File: config.mk
export PLATFORM = sky130hd
export DESIGN_NAME = drive_pid_with_heading_hold_core
export DESIGN_NICKNAME = d
export VERILOG_FILES = /design/src/dpid_pkg.sv /design/src/drive_pid_with_heading_hold_core.sv
export SDC_FILE = /design/constraint.sdc
export NUM_CORES = 2
export LEC_CHECK = 0
export ABC_AREA = 1
export BUFFER_PORTS_ARGS = -buffer_cell sky130_fd_sc_hd__buf_2
export CAP_MARGIN = 40
export CORE_UTILIZATION = 50
export DETAILED_ROUTE_END_ITERATION = 8
export GPL_TIMING_DRIVEN = 1
export PLACE_DENSITY = 0.71
export SLEW_MARGIN = 25
export SYNTH_ARGS = -nofsm -noshare
export SYNTH_HDL_FRONTEND = slang
export SYNTH_SLANG_ARGS = --single-unit
File: constraint.sdc
create_clock -name clk -period 7.9 [get_ports clk]
set_input_delay 0.79 -clock clk [delete_from_list [all_inputs] [get_ports clk]]
set_output_delay 0.79 -clock clk [all_outputs]
set_load 0.05 [all_outputs]
File: src/dpid_pkg.sv
`timescale 1ns / 1ps
// ----------------------------------------------------------------------------
// dpid_pkg
// Types and constants of the drive PID / heading hold controller.
// ----------------------------------------------------------------------------
package dpid_pkg;

  localparam int unsigned CFG_IDX_W = 3;
  localparam int unsigned CFG_DATA_W = 16;

  // output saturation and fixed codes
  localparam logic signed [10:0] DRIVE_MAX = 11'sd254;
  localparam logic [6:0] CATAPULT_RELOAD = 7'd127;
  localparam logic [6:0] CATAPULT_OFF = 7'd0;
  localparam logic [15:0] DEG_TO_CDEG = 16'd100;
  localparam logic [9:0] COUNT_MAX = 10'd1023;

  localparam logic [0:0] OP_START = 1'b0;
  localparam logic [0:0] OP_SAMPLE = 1'b1;

  typedef enum logic [CFG_IDX_W-1:0] {
    REG_DIST_KP        = 3'd0,
    REG_DIST_KI        = 3'd1,
    REG_DIST_KD        = 3'd2,
    REG_TURN_KP        = 3'd3,
    REG_TICKS_PER_INCH = 3'd4,
    REG_DIST_TOL       = 3'd5,
    REG_TURN_TOL       = 3'd6,
    REG_TIMEOUT        = 3'd7
  } cfg_reg_t;

  typedef enum logic [3:0] {
    ST_IDLE,
    ST_TGT_MUL,
    ST_TGT_SAVE,
    ST_HDG_SAVE,
    ST_ERR,
    ST_MUL_P,
    ST_MUL_D,
    ST_MUL_IL,
    ST_MUL_IH,
    ST_MUL_TURN,
    ST_MIX,
    ST_EMIT,
    ST_STOP
  } state_t;

endpackage

File: src/drive_pid_with_heading_hold_core.sv
`timescale 1ns / 1ps
// ----------------------------------------------------------------------------
// drive_pid_with_heading_hold_core
// Differential drive move controller: distance PID with heading hold.
// ----------------------------------------------------------------------------
// A start item latches a move, works through the target multiply and save
// states and gives no result. A sample item during a move works through the
// error, multiply and mix states, then places its drive result and, when the
// move ends, the stop result; each waits while the output register is still
// held. All products (target ticks, heading target, P, D, the two halves of
// the integral term, heading P) go in turn through one 22x17 signed
// multiplier with a registered product. in_stall is high while an item is
// being worked on. Configuration writes are always taken (cfg_ready is high).
// ----------------------------------------------------------------------------
module drive_pid_with_heading_hold_core
  import dpid_pkg::*;
#(
  parameter int unsigned TURN_LIMIT = 127
) (
  input  logic                     clk,
  input  logic                     rst_n,
  input  logic                     in_valid,
  output logic                     in_stall,
  input  logic                     in_opcode,
  input  logic signed [10:0]       in_move_inches,
  input  logic signed [11:0]       in_move_degrees,
  input  logic [6:0]               in_speed_cap,
  input  logic signed [17:0]       in_encoder_avg,
  input  logic signed [20:0]       in_heading_now,
  input  logic                     in_limit_switch,
  output logic                     out_valid,
  input  logic                     out_stall,
  output logic signed [8:0]        out_left_drive,
  output logic signed [8:0]        out_right_drive,
  output logic [6:0]               out_catapult_drive,
  output logic                     out_move_done,
  input  logic                     cfg_valid,
  output logic                     cfg_ready,
  input  logic [CFG_IDX_W-1:0]     cfg_index,
  input  logic [CFG_DATA_W-1:0]    cfg_data
);

  localparam logic signed [30:0] TGT_MAX = 31'sd131071;
  localparam logic signed [30:0] TGT_MIN = -31'sd131072;
  localparam logic signed [22:0] ROT_MAX = 23'(TURN_LIMIT);
  localparam logic signed [22:0] ROT_MIN = -23'(TURN_LIMIT);

  // configuration
  logic [15:0] kp_r, ki_r, kd_r, tkp_r, tpi_r;
  logic [11:0] dtol_r, ttol_r;
  logic [9:0]  tmo_r;

  state_t state_r, state_nxt;
  logic   active_r, active_nxt;
  logic   out_valid_r, out_valid_nxt;

  // latched item
  logic signed [10:0] inches_r;
  logic signed [11:0] deg_r;
  logic [6:0]         cap_r;
  logic signed [17:0] enc_r;
  logic signed [20:0] head_r;
  logic               lim_r;

  // move state
  logic signed [17:0] tgt_ticks_r, tgt_ticks_nxt;
  logic signed [20:0] tgt_head_r, tgt_head_nxt;
  logic signed [18:0] prev_err_r, prev_err_nxt;
  logic signed [39:0] sum_r, sum_nxt;
  logic [9:0]         count_r, count_nxt;

  // step registers
  logic signed [18:0] err_r, err_nxt;
  logic signed [19:0] deriv_r, deriv_nxt;
  logic signed [21:0] rerr_r, rerr_nxt;
  logic signed [38:0] prod_r;
  logic signed [59:0] acc_r, acc_nxt;
  logic signed [8:0]  left_r, left_nxt, right_r, right_nxt;
  logic               done_r, done_nxt;

  logic signed [8:0]  out_left_r, out_left_nxt, out_right_r, out_right_nxt;
  logic [6:0]         out_cata_r, out_cata_nxt;
  logic               out_done_r, out_done_nxt;

  // shared multiplier
  logic signed [21:0] mul_a;
  logic [15:0]        mul_b;
  logic signed [38:0] mul_p;

  logic in_xfer, slot_free;

  logic signed [30:0] tgt_sh;
  logic signed [18:0] err_c;
  logic signed [40:0] sum_add;
  logic signed [39:0] sum_sat;
  logic signed [59:0] acc_term;
  logic signed [51:0] trans_sh, cap_pos, cap_neg;
  logic signed [7:0]  transform;
  logic signed [22:0] rot_sh;
  logic signed [8:0]  rotate;
  logic signed [10:0] mix_l, mix_r;
  logic [18:0]        err_abs;
  logic [21:0]        rerr_abs;
  logic [9:0]         count_inc;

  assign cfg_ready = 1'b1;
  assign in_stall = (state_r != ST_IDLE);
  assign in_xfer = in_valid && !in_stall;
  assign slot_free = !out_valid_r || !out_stall;

  assign out_valid = out_valid_r;
  assign out_left_drive = out_left_r;
  assign out_right_drive = out_right_r;
  assign out_catapult_drive = out_cata_r;
  assign out_move_done = out_done_r;

  assign mul_p = mul_a * $signed({1'b0, mul_b});

  always_comb begin
    state_nxt = state_r;
    active_nxt = active_r;
    out_valid_nxt = out_valid_r && out_stall;
    tgt_ticks_nxt = tgt_ticks_r;
    tgt_head_nxt = tgt_head_r;
    prev_err_nxt = prev_err_r;
    sum_nxt = sum_r;
    count_nxt = count_r;
    err_nxt = err_r;
    deriv_nxt = deriv_r;
    rerr_nxt = rerr_r;
    acc_nxt = acc_r;
    left_nxt = left_r;
    right_nxt = right_r;
    done_nxt = done_r;
    out_left_nxt = out_left_r;
    out_right_nxt = out_right_r;
    out_cata_nxt = out_cata_r;
    out_done_nxt = out_done_r;
    mul_a = '0;
    mul_b = '0;

    tgt_sh = 31'(prod_r >>> 8);
    err_c = $signed({tgt_ticks_r[17], tgt_ticks_r}) - $signed({enc_r[17], enc_r});
    sum_add = $signed({sum_r[39], sum_r}) + $signed({{22{err_c[18]}}, err_c});
    if (sum_add[40] != sum_add[39]) begin
      sum_sat = sum_add[40] ? {1'b1, 39'd0} : {1'b0, {39{1'b1}}};
    end else begin
      sum_sat = sum_add[39:0];
    end
    acc_term = (state_r == ST_MUL_TURN) ? ($signed({{21{prod_r[38]}}, prod_r}) <<< 20)
                                        : $signed({{21{prod_r[38]}}, prod_r});

    trans_sh = 52'(acc_r >>> 8);
    cap_pos = $signed({45'd0, cap_r});
    cap_neg = -cap_pos;
    if (trans_sh > cap_pos) begin
      transform = 8'(cap_pos);
    end else if (trans_sh < cap_neg) begin
      transform = 8'(cap_neg);
    end else begin
      transform = trans_sh[7:0];
    end
    rot_sh = 23'(prod_r >>> 16);
    if (rot_sh > ROT_MAX) begin
      rotate = 9'(ROT_MAX);
    end else if (rot_sh < ROT_MIN) begin
      rotate = 9'(ROT_MIN);
    end else begin
      rotate = rot_sh[8:0];
    end
    if (inches_r == '0) begin
      mix_l = 11'(rotate);
      mix_r = -11'(rotate);
    end else begin
      mix_l = 11'(transform) + 11'(rotate);
      mix_r = 11'(transform) - 11'(rotate);
    end
    err_abs = err_r[18] ? 19'(-err_r) : 19'(err_r);
    rerr_abs = rerr_r[21] ? 22'(-rerr_r) : 22'(rerr_r);
    count_inc = (count_r == COUNT_MAX) ? count_r : count_r + 10'd1;

    unique case (state_r)
      ST_IDLE: begin
        if (in_xfer) begin
          if (in_opcode == OP_START) begin
            active_nxt = 1'b1;
            prev_err_nxt = '0;
            sum_nxt = '0;
            count_nxt = '0;
            state_nxt = ST_TGT_MUL;
          end else if (active_r) begin
            state_nxt = ST_ERR;
          end
        end
      end
      ST_TGT_MUL: begin
        mul_a = 22'(inches_r);
        mul_b = tpi_r;
        state_nxt = ST_TGT_SAVE;
      end
      ST_TGT_SAVE: begin
        if (tgt_sh > TGT_MAX) begin
          tgt_ticks_nxt = 18'(TGT_MAX);
        end else if (tgt_sh < TGT_MIN) begin
          tgt_ticks_nxt = 18'(TGT_MIN);
        end else begin
          tgt_ticks_nxt = tgt_sh[17:0];
        end
        mul_a = 22'(deg_r);
        mul_b = DEG_TO_CDEG;
        state_nxt = ST_HDG_SAVE;
      end
      ST_HDG_SAVE: begin
        tgt_head_nxt = prod_r[20:0];
        state_nxt = ST_IDLE;
      end
      ST_ERR: begin
        err_nxt = err_c;
        deriv_nxt = $signed({err_c[18], err_c}) - $signed({prev_err_r[18], prev_err_r});
        rerr_nxt = $signed({tgt_head_r[20], tgt_head_r}) - $signed({head_r[20], head_r});
        // integral resets on zero error or error beyond the inch count
        if (err_c == '0 || err_c > $signed({{8{inches_r[10]}}, inches_r})) begin
          sum_nxt = '0;
        end else begin
          sum_nxt = sum_sat;
        end
        state_nxt = ST_MUL_P;
      end
      ST_MUL_P: begin
        acc_nxt = '0;
        mul_a = 22'(err_r);
        mul_b = kp_r;
        state_nxt = ST_MUL_D;
      end
      ST_MUL_D: begin
        acc_nxt = acc_r + acc_term;
        mul_a = 22'(deriv_r);
        mul_b = kd_r;
        state_nxt = ST_MUL_IL;
      end
      ST_MUL_IL: begin
        acc_nxt = acc_r + acc_term;
        mul_a = $signed({2'b00, sum_r[19:0]});
        mul_b = ki_r;
        state_nxt = ST_MUL_IH;
      end
      ST_MUL_IH: begin
        acc_nxt = acc_r + acc_term;
        mul_a = 22'($signed(sum_r[39:20]));
        mul_b = ki_r;
        state_nxt = ST_MUL_TURN;
      end
      ST_MUL_TURN: begin
        // upper integral half weighs 2^20
        acc_nxt = acc_r + acc_term;
        mul_a = rerr_r;
        mul_b = tkp_r;
        state_nxt = ST_MIX;
      end
      ST_MIX: begin
        if (mix_l > DRIVE_MAX) begin
          left_nxt = 9'(DRIVE_MAX);
        end else if (mix_l < -DRIVE_MAX) begin
          left_nxt = 9'(-DRIVE_MAX);
        end else begin
          left_nxt = mix_l[8:0];
        end
        if (mix_r > DRIVE_MAX) begin
          right_nxt = 9'(DRIVE_MAX);
        end else if (mix_r < -DRIVE_MAX) begin
          right_nxt = 9'(-DRIVE_MAX);
        end else begin
          right_nxt = mix_r[8:0];
        end
        prev_err_nxt = err_r;
        count_nxt = count_inc;
        done_nxt = (err_abs <= {7'd0, dtol_r} && rerr_abs <= {10'd0, ttol_r})
                   || (count_inc >= tmo_r);
        if (done_nxt) begin
          active_nxt = 1'b0;
        end
        state_nxt = ST_EMIT;
      end
      ST_EMIT: begin
        if (slot_free) begin
          out_valid_nxt = 1'b1;
          out_left_nxt = left_r;
          out_right_nxt = right_r;
          out_cata_nxt = lim_r ? CATAPULT_OFF : CATAPULT_RELOAD;
          out_done_nxt = 1'b0;
          state_nxt = done_r ? ST_STOP : ST_IDLE;
        end
      end
      ST_STOP: begin
        if (slot_free) begin
          out_valid_nxt = 1'b1;
          out_left_nxt = '0;
          out_right_nxt = '0;
          out_cata_nxt = CATAPULT_OFF;
          out_done_nxt = 1'b1;
          state_nxt = ST_IDLE;
        end
      end
      default: begin
        state_nxt = ST_IDLE;
      end
    endcase
  end

  always_ff @(posedge clk) begin
    if (!rst_n) begin
      state_r <= ST_IDLE;
      active_r <= 1'b0;
      out_valid_r <= 1'b0;
      kp_r <= 16'd77;
      ki_r <= 16'd0;
      kd_r <= 16'd256;
      tkp_r <= 16'd1311;
      tpi_r <= 16'd3226;
      dtol_r <= 12'd13;
      ttol_r <= 12'd100;
      tmo_r <= 10'd325;
    end else begin
      state_r <= state_nxt;
      active_r <= active_nxt;
      out_valid_r <= out_valid_nxt;
      if (cfg_valid && cfg_ready) begin
        unique case (cfg_reg_t'(cfg_index))
          REG_DIST_KP:        kp_r <= cfg_data;
          REG_DIST_KI:        ki_r <= cfg_data;
          REG_DIST_KD:        kd_r <= cfg_data;
          REG_TURN_KP:        tkp_r <= cfg_data;
          REG_TICKS_PER_INCH: tpi_r <= cfg_data;
          REG_DIST_TOL:       dtol_r <= cfg_data[11:0];
          REG_TURN_TOL:       ttol_r <= cfg_data[11:0];
          REG_TIMEOUT:        tmo_r <= cfg_data[9:0];
          default: ;
        endcase
      end
    end
  end

  always_ff @(posedge clk) begin
    if (in_xfer) begin
      if (in_opcode == OP_START) begin
        inches_r <= in_move_inches;
        deg_r <= in_move_degrees;
        cap_r <= in_speed_cap;
      end else begin
        enc_r <= in_encoder_avg;
        head_r <= in_heading_now;
        lim_r <= in_limit_switch;
      end
    end
    tgt_ticks_r <= tgt_ticks_nxt;
    tgt_head_r <= tgt_head_nxt;
    prev_err_r <= prev_err_nxt;
    sum_r <= sum_nxt;
    count_r <= count_nxt;
    err_r <= err_nxt;
    deriv_r <= deriv_nxt;
    rerr_r <= rerr_nxt;
    prod_r <= mul_p;
    acc_r <= acc_nxt;
    left_r <= left_nxt;
    right_r <= right_nxt;
    done_r <= done_nxt;
    out_left_r <= out_left_nxt;
    out_right_r <= out_right_nxt;
    out_cata_r <= out_cata_nxt;
    out_done_r <= out_done_nxt;
  end

endmodule

==> results.md <==
* Design area at 0.0516 mm²
* Die area at 0.0948 mm²
* Peak supply drop at 0.278 mV
* Clock-pin transition on the worst setup and hold timing paths at 0.07 ns
* Drt wl/cell at 20.7 µm
* Initial Util at 50.8%
* Routed wire length at 154000 µm
* Syn avg cell area at 7.81 µm²
* Final period util at 95.2%
* Routed Antenna Nets at 0
* Fmax at 0.133 GHz
* Share of layout cells above drive strength 1 at 7.54%
* Multi-input gate area at 0.0284 mm²
* Synth Instances at 5991
* CP Buf/Inv Count at 12
* Post-synth ARST share at 0%
* Skew final at 0.0411 ns
* Largest net degree at the start of global routing at 66
* Vias in the first global route at 40900
* Endpoint class of the critical path: flop
* Max Slew Vio Count at 0
* Hold Crit Depth at 1
* Critical path type: flop to flop
* Number of flops mapped to enable cells by yosys at 338
* First-pass GRT wire length at 236000 µm
* Status: finished, final reports clean
* Residual DRC at 0
* Setup violations, final at 0
* Signal arrival time at the worst endpoint at 8.12 ns
* Fill cells at 8629
* Worst Path Required at 8.49 ns
* Core area at 0.0922 mm²
* Global route overflow at 0
* Num rows at 111
* Cells on worst reg2reg path at 36
* Boundary Pins at 124
* Crit path from: state_r[2]
* Hold Fails Final Rpt at 0
* Die H at 308 µm
* Power Dens Cells at 345 mW/mm²
* Post-DP HPWL at 125000 µm
* Total power at 17.8 mW
* DR pass1 iterations at 9
* Post-route minimum period at 7.52 ns
* Slowest stage delay, CP at 0.60 ns
* CP Max Fanout at 20
* Vias/cell at 5.59
* FF-to-FF Start: state_r[2]
* H-tree depth at 2
* Area of the mapped netlist at 0.0468 mm²
* Rel. slew slack at 37.6%
* Clock Tree Root: clkbuf_16
* Crit path depth at 36
* CTS sink count at 497
* Register area share after synthesis at 28.5%
* DP Cell Count at 7332
* Pre-CTS WS at -0.0636 ns
* Clock Latency Late Sink at 0.67 ns
* Final WS setup at 0.378 ns
* Setup tns final at 0 ns
* Syn nets at 6824
* Class of the worst hold path: primary input to flop
* Worst setup SP type: flop
* Most frequent CP cell: inv_1
* CTS Hold Buffers Added at 0
* Layout overhead on the synthesized area at 10.3%
* CTS tree: done
* Flop-to-flop setup slack at 0.38 ns
* Register area at 0.0133 mm²
* Antenna violations before repair at 7
* Total GRT Usage at 32.8%
* CTS Buf Count at 58
* Die width at 308 µm
* Max cap viols at 0
* CTS Buffer Depth at 3
* CP max-delay cell: fa_1
* Vias post-DR at 41639
* Placed cell areas at 0.0495 mm²
* Worst Tran Pin Value at 0.928 ns
* Critical path endpoint: prod_r[27]
* Drt first-iter violations at 4152
* Pleak at 25.7 nW
* IO Port Bufs at 122
* Worst R2R End: prod_r[27]
* Hold Worst Slack at 0.292 ns
* Final #Nets at 6992
* Register bit count reported by yosys at 497
* Final Util at 56.0%
* Crit-path leading delay family: adder cells
* GPL Wtd Cong at 1.05
* Syn. warnings at 0
* Final Non-Filler Cells at 7454
* Synth unique cells at 65
* Ys flop type: edfxtp_1
## registers in the layout (all words and copies together), names as in the netlist, 18 cells and up
register,count
tgt_head_r,21
err_r,19
prod_r,39
tgt_ticks_r,18
sum_r,40
enc_r,18
deriv_r,20
head_r,21
acc_r,60
rerr_r,22
prev_err_r,19
## power breakdown
group          internal, mW  total (mW)  switching (mW)
Sequential             3.53        4.01           0.473
Clock                  1.68        2.83            1.15
Combinational          3.67        11.0            7.29
## what timing repair did
action	CTS	global route
endpoints found under the setup margin	2	12
cloned	0	1
endpoints found under the hold margin	0	0
buffers inserted	0	5
pin swaps	0	2
resized for setup	1	21
## final cells by class
class | instances | area share (%)
multi-input combinational | 4149 | 55.0
tap | 1243 | 3.01
inverter | 1187 | 8.64
timing repair buffer | 265 | 3.60
antenna | 4 | 0.0194
clock inverter | 35 | 0.635
clock buffer | 73 | 3.22
sequential | 497 | 25.8
timing repair inverter | 1 | 0.00970
## cell families (layout without fill, tap and decap cells)
logic type                 count (synthesis)  after routing  share of synthesized area [%]
AOI/OAI and AO/OA                       1017           1017                           12.2
xor gates and xnor gates                 180            180                           3.38
adders and majority gates                738            738                           25.4
buffers and inverters                   1345           1561                           11.1
DFF                                      497            497                           28.5
other                                      1              5                        0.00801
and+or+nand+nor                         2213           2213                           19.4
## worst min path at each step
stage / start / end / slack [ns]
after floorplan: tkp_r[5] / tkp_r[5] / 0.42
after global placement: tkp_r[3] / tkp_r[3] / 0.44
after detailed placement: tpi_r[10] / tpi_r[10] / 0.44
after CTS: in_speed_cap[5] / cap_r[5] / 0.27
after global routing: in_speed_cap[4] / cap_r[4] / 0.29
final: in_speed_cap[5] / cap_r[5] / 0.29
## synth_stat cells, types with 55 or more instances
cell type / count / area (µm²)
inv_1: 1166 / 4380
edfxtp_1: 338 / 10100
o21ai_0: 335 / 1680
nor2_1: 663 / 2490
nand4_1: 55 / 344
nand2_1: 1178 / 4420
xor2_1: 131 / 1150
nand3_1: 159 / 796
clkbuf_1: 93 / 349
ha_1: 382 / 4780
dfxtp_1: 159 / 3180
a21oi_1: 428 / 2140
fa_1: 356 / 7130
## worst reg2reg max path, delay by kind of cell (launching register included)
kind	cells	cell delay [ns]
XOR/XNOR	1	0.18
buffers and inverters	12	1.32
AO/OA/AOI/OAI	4	0.76
flip-flops	1	0.39
adder cells (fa/ha/maj)	8	3.38
AND/OR/NAND/NOR	11	1.47
## metal layers
metal / routed length, µm / GRT usage [%] / vias up
met5: 30 / 0 / -
met4: 9940 / 18.5 / 6
met3: 13700 / 5.52 / 423
met2: 68900 / 52.3 / 1955
met1: 61600 / 42.1 / 19753
li1: - / - / 19502
## cell usage in the layout (no fill, tap or decap), types with 55 or more instances in the layout
cell type,n
inv_1,1157
nand4_1,55
nand2_1,1177
nand3_1,158
clkbuf_16,64
dfxtp_1,159
buf_4,124
fa_1,356
a21oi_1,426
o21ai_0,330
nor2_1,652
buf_2,125
ha_1,382
edfxtp_1,338
xor2_1,131
Note: power is estimated with default switching activity, not from simulation.
